--- config.mk ---
export PLATFORM = sky130hd
export DESIGN_NAME = ssp_fifo
export DESIGN_NICKNAME = d
export VERILOG_FILES = /design/src/rtl/core/ssp_pkg.sv /design/src/rtl/core/ssp_fifo.sv
export VERILOG_INCLUDE_DIRS = /design/src /design/src/rtl/core
export SDC_FILE = /design/constraint.sdc
export NUM_CORES = 1
export LEC_CHECK = 0
export BUFFER_PORTS_ARGS = -buffer_cell sky130_fd_sc_hd__buf_2
export CAP_MARGIN = 10
export CORE_ASPECT_RATIO = 1.1
export CORE_MARGIN = 1.5
export CORE_UTILIZATION = 52
export CTS_BUF_LIST = sky130_fd_sc_hd__clkbuf_8
export DETAILED_ROUTE_END_ITERATION = 10
export MAX_ROUTING_LAYER = met4
export PLACE_DENSITY = 0.73
export SYNTH_ARGS = -nofsm -noshare
export SYNTH_HDL_FRONTEND = slang
export SYNTH_SLANG_ARGS = --single-unit
--- constraint.sdc ---
create_clock -name clk_i -period 7.55 [get_ports clk_i]
set_input_delay 0.755 -clock clk_i [delete_from_list [all_inputs] [get_ports clk_i]]
set_output_delay 0.755 -clock clk_i [all_outputs]
set_load 0.01 [all_outputs]
--- src/rtl/core/sprite_screen_projection_assert.svh ---
// Assertion helpers for the RTL files of the sprite projection block.
`ifndef SPRITE_SCREEN_PROJECTION_ASSERT_SVH
`define SPRITE_SCREEN_PROJECTION_ASSERT_SVH

// Generic form with an explicit clock and active-low reset.
`define SSP_ASSERT_CLK(label, clk, rstn, prop, msg) \
  label: assert property (@(posedge clk) disable iff (!rstn) prop) else $error(msg);

// Short form for modules clocked by clk_i and reset by rst_ni.
`define SSP_ASSERT(label, prop, msg) \
  `SSP_ASSERT_CLK(label, clk_i, rst_ni, prop, msg)

`endif

--- src/rtl/core/ssp_pkg.sv ---
package ssp_pkg;

  localparam int unsigned SCREEN_W_DEF    = 640;
  localparam int unsigned SCREEN_H_DEF    = 480;
  localparam int unsigned QUEUE_DEPTH_DEF = 4;

  // Configuration register indexes.
  typedef enum logic [2:0] {
    CFG_PLAYER_X = 3'd0,
    CFG_PLAYER_Y = 3'd1,
    CFG_DIR_X    = 3'd2,
    CFG_DIR_Y    = 3'd3,
    CFG_PLANE_X  = 3'd4,
    CFG_PLANE_Y  = 3'd5
  } cfg_idx_e;

  typedef struct packed {
    logic signed [23:0] player_x;
    logic signed [23:0] player_y;
    logic signed [17:0] dir_x;
    logic signed [17:0] dir_y;
    logic signed [17:0] plane_x;
    logic signed [17:0] plane_y;
  } cam_t;

  // One visible sprite handed from the classifier to the divider pipeline.
  typedef struct packed {
    logic [7:0]         id;
    logic [7:0]         tex;
    logic [43:0]        tyn_mag;
    logic [36:0]        det_mag;
    logic signed [44:0] s;
    logic               tyn_neg;
  } sprite_job_t;

  typedef struct packed {
    logic [7:0]         sprite_id;
    logic [7:0]         texture;
    logic signed [13:0] screen_column;
    logic [12:0]        sprite_size;
    logic [12:0]        start_column;
    logic signed [13:0] end_column;
    logic [7:0]         start_row;
    logic [8:0]         end_row;
    logic [22:0]        depth;
  } result_t;

endpackage

--- src/rtl/core/ssp_fifo.sv ---
`include "sprite_screen_projection_assert.svh"

module ssp_fifo #(
  parameter int unsigned DEPTH = ssp_pkg::QUEUE_DEPTH_DEF
) (
  input  logic                 clk_i,
  input  logic                 rst_ni,
  input  logic                 push_i,
  input  ssp_pkg::sprite_job_t data_i,
  output logic                 ready_o,
  input  logic                 pop_i,
  output logic                 valid_o,
  output ssp_pkg::sprite_job_t data_o
);

  localparam int unsigned PTR_W = (DEPTH > 1) ? $clog2(DEPTH) : 1;
  localparam int unsigned CNT_W = $clog2(DEPTH + 1);

  ssp_pkg::sprite_job_t mem_q [DEPTH];
  logic [PTR_W-1:0] wr_q, rd_q;
  logic [CNT_W-1:0] count_q;

  assign ready_o = count_q != CNT_W'(DEPTH);
  assign valid_o = count_q != '0;
  assign data_o  = mem_q[rd_q];

  always_ff @(posedge clk_i or negedge rst_ni) begin
    if (!rst_ni) begin
      wr_q    <= '0;
      rd_q    <= '0;
      count_q <= '0;
    end else begin
      if (push_i) wr_q <= (wr_q == PTR_W'(DEPTH - 1)) ? '0 : wr_q + PTR_W'(1);
      if (pop_i)  rd_q <= (rd_q == PTR_W'(DEPTH - 1)) ? '0 : rd_q + PTR_W'(1);
      if (push_i && !pop_i)      count_q <= count_q + CNT_W'(1);
      else if (pop_i && !push_i) count_q <= count_q - CNT_W'(1);
    end
  end

  always_ff @(posedge clk_i) begin
    if (push_i) mem_q[wr_q] <= data_i;
  end

  `SSP_ASSERT(a_no_push_full, push_i |-> count_q != CNT_W'(DEPTH), "queue written while full")
  `SSP_ASSERT(a_no_pop_empty, pop_i |-> count_q != '0, "queue read while empty")
  `SSP_ASSERT(a_count_up, (push_i && !pop_i) |=> count_q == $past(count_q) + CNT_W'(1), "queue count lost a word")

endmodule

# --- After elaboration in Yosys (flattened, before gate mapping) ---
# Memories as Yosys holds them, arrays and structs flattened.
# Cells that the tools add are included.
word_totals:
  ff_bits: 7
  ram_bits: 572
  in_bits: 147
  out_inout_bits: 145
  word_cells: 23
  memories: 1
op_classes:
  add_sub_neg: 4
  eq_ne: 3
  muxes: 6
  n_reduce_logical: 6
mem_list:
  columns: ["name", "words", "word_bits", "rd", "rd_ports_with_merged_regs", "wr", "line_no", "rtl"]
  rows:
  - ["mem_q", 4, 143, 1, 0, 1, "ssp_fifo.sv:19", "ssp_pkg::sprite_job_t mem_q [DEPTH];"]
op_table:
  columns: ["cell", "count"]
  rows:
  - ["two-way mux 3 bit", 2]
  - ["adder 2 x 1 -> 2 bit (second input constant)", 2]
  - ["== test 2 bit (second input constant)", 2]
  - ["two-way mux 2 bit", 2]
  - ["adder 3 x 1 -> 3 bit (second input constant)", 1]
  - ["inequality test 3 bit (second input constant)", 1]
  - ["nonzero test 3 bit", 1]
  - ["subtractor 3 x 1 -> 3 bit (second input constant)", 1]
  - ["logical AND 1 bit", 2]
  - ["zero test 1 bit", 2]
  - ["two-way mux 1 bit", 2]
  - ["nonzero test 2 bit", 1]

# --- Logic depth before layout (Yosys ltp) ---
depth:
  word_depth: 4
  depth_mapped: 7
  ltp_nobuf: 7

# --- Worst setup path before layout ---
# No wires, ideal clock.
synth_path:
  path_kind: "input-to-reg"
  from: "input push_i"
  to: "memory mem_q[0][0] in the netlist's numbering, enable pin"
  setup_time_ns: 0.519
  arrival_ns: 4.022
  required_ns: 7.031
  slack_ns: 3.009
  path_stages: 1
  n_path_buf: 0
  path_cell_list: "and2_1"
synth_between:
  elab_chain_cells: 2
synth_lines:
  columns: ["element", "line_no", "rtl"]
  rows:
  - ["start: declaration", "ssp_fifo.sv:8", "input logic push_i,"]
  - ["two-way mux 1 bit", "ssp_fifo.sv:41", "if (push_i) mem_q[wr_q] <= data_i;"]
  - ["two-way mux 1 bit (implied by the code)", "ssp_fifo.sv:41", null]
  - ["end: declaration", "ssp_fifo.sv:19", null]
# Every way passes these cells.

==> metrics.yaml <==
status:
  status: "finished clean"
global_routing:
  grt_usage: 0.197
  first_global_vias: 10300
  grt-ovfl-total: 0
  antenna_found_initial: 8
  grt_start_max_net_pins: 83
  grt_pass1_wl_um: 58100
logic_synthesis:
  yosysSeqAreaShare: 0.826
  synth_nets: 939
  ys_ff_latch: 579
  ys_types: 18
  post_synth.cell_area_avg_sq_um: 26.8
  synth_area_sq_um: 21000
  netlist_instances: 785
  yosysWarnings: 0
layout:
  nNetsFinal: 1302
  layout.cells.most_common: "edfxtp_1"
  area_growth_pct: 17.2
  fill_cells: 2755
  final_cell_mix: "edfxtp_1, buf_2, mux4_2"
  drive_gt1_frac: 0.462
die:
  num_rows: 77
  start_util: 0.525
  die_w_um: 195
  io_pins: 292
  die_y_um: 214
  core-area_sq_um: 40000
  dieArea_sq_um: 41600
sta:
  fin_tns_setup_ns: 0
  final.min_clock_period_ns: 3.82
  slew_violations: 0
  timing.slew.headroom: 0.283
  grt_setup_unrepaired: "no"
  hold_viol_final: 0
  whs_ns: 0.316
  finalCritPeriodShare: 0.506
  setup_viol: 0
  worstMarginPinSlew_ns: 1.08
  fin_worst_skew_ns: 0.0154
  max_freq_mhz: 262
route:
  drt_iter0_markers: 428
  post_drt_wl_per_cell_um: 22.3
  firstDrtPassIters: 4
  vias_per_cell: 5.41
  routed_wl_um: 38700
  ant_nets: 0
  drc: 0
  num_vias: 9413
power:
  leakagePower_nw: 8.50
  peakVddDrop_mv: 0.247
  powerDensity_nw_per_um2: 370
setup_path:
  cp_max_fo: 66
  crit_path_end_kind: "output pin"
  start_kind: "register"
  worstPathRequired_ns: 6.80
  path_class: "reg -> out"
  cp.arrival_ns: 3.06
clock_network:
  cts_buffer_depth: 3
  cts_tree: "yes"
  cts.clk_slew.worst_paths_ns: 0.07
  cts.sinks: 579
  post_cts_buffers: 0
  numCtsBuffers: 89
  clock_latency_ns: 0.65
  ctsRootBufferMaster: "clkbuf_8"
  htreeDepth: 3
place:
  gp_congestion: 0.730
  hpwl_um: 23100
  portBuffers: 291
run:
  drv_cap: 0
worst_hold_path:
  hp-class: "in -> reg"
state kept, by name (all words and copies together) (netlist names):
register  count
wr_q          2
mem_q       572
count_q       3
rd_q          2
synth_stat cells:
cell | instances | area, sq um
clkbuf_1 | 7 | 26.3
xnor2_1 | 1 | 8.76
ha_1 | 6 | 75.1
nand2_1 | 3 | 11.3
edfxtp_1 | 572 | 17200
buf_2 | 17 | 85.1
xor2_1 | 2 | 17.5
or3_1 | 1 | 6.26
buf_6 | 7 | 78.8
buf_4 | 1 | 7.51
and2_1 | 4 | 25.0
fa_1 | 1 | 20.0
inv_1 | 4 | 15.0
dfrtp_1 | 7 | 175
mux2_2 | 3 | 33.8
mux4_2 | 143 | 3220
o21ai_0 | 2 | 10.0
nor2_1 | 4 | 15.0
worst max-delay path, stage by stage, from the launching register on:
cell and delay, ns:
dfrtp_4 0.88, buf_4 0.84, mux4_2 0.44, buf_2 0.16
cell type report:
cell class / instances / area, sq um / area share
Sequential cell: 579 / 17400 / 0.705
Multi-Input combinational cell: 170 / 3450 / 0.140
Timing Repair Buffer: 304 / 1570 / 0.0637
Clock buffer: 89 / 1220 / 0.0498
Tap cell: 513 / 642 / 0.0261
Clock inverter: 72 / 333 / 0.0135
Antenna cell: 9 / 22.5 / 0.000915
Inverter: 4 / 15.0 / 0.000610
through the flow:
stage / total power [mW] / instances / cell area (sq um) / worst slack [ns] / utilization
after floorplan: 6.09 / 785 / 21000 / 3.01 / -
after CTS: 9.28 / 1731 / 24600 / 3.60 / 0.615
after global placement: 6.95 / 1569 / 23000 / 4.36 / 0.576
after global routing: 9.58 / 1739 / 24600 / 3.52 / 0.616
after detailed placement: 7.01 / 1569 / 23000 / 4.35 / 0.576
final: 9.12 / 1740 / 24600 / 3.73 / 0.616
metal layers:
layer / GRT usage / vias to the layer above / part of all wire
met3: 0.0646 / 56 / 0.079
met5: - / - / 0
met2: 0.316 / 323 / 0.51
met1: 0.230 / 4873 / 0.39
li1: - / 4161 / -
met4: 0.0835 / 0 / 0.022
report_power, final:
group          internal (mW)  switching, mW
clock                   1.11           1.14
combinational           1.18           1.36
sequential              4.13          0.207
worst paths after layout:
kind | from | to | slack, ns | cells after the start
max in group asynchronous | rst_ni | rd_q[0] | 6.89 | 2
setup reg to reg | wr_q[0] | mem_q[0][51] | 4.95 | 4
setup / recovery | rd_q[1] | data_o[67] | 3.73 | 3
hold / removal | data_i[43] | mem_q[3][43] | 0.32 | 1
min in group asynchronous | rst_ni | count_q[1] | 0.47 | 2
hold reg to reg | count_q[2] | count_q[2] | 0.49 | 1
repair_timing:
action	4_1_cts	5_1_grt
resized for setup	0	0
hold endpoints to repair	7	0
hold buffers	1	0
cell families (layout without fill, tap and decap cells):
| family | after synthesis | in the layout | synth area share |
|---|---|---|---|
| compound gates | 2 | 2 | 0.000476 |
| other cells | 0 | 9 | 0 |
| xor+xnor | 3 | 3 | 0.00125 |
| mux | 146 | 146 | 0.155 |
| flops | 579 | 579 | 0.826 |
| fa+ha+maj | 7 | 7 | 0.00453 |
| simple gates | 12 | 12 | 0.00274 |
| buf+inv | 36 | 469 | 0.0101 |
No activity file was read; power rests on OpenSTA's default activity.
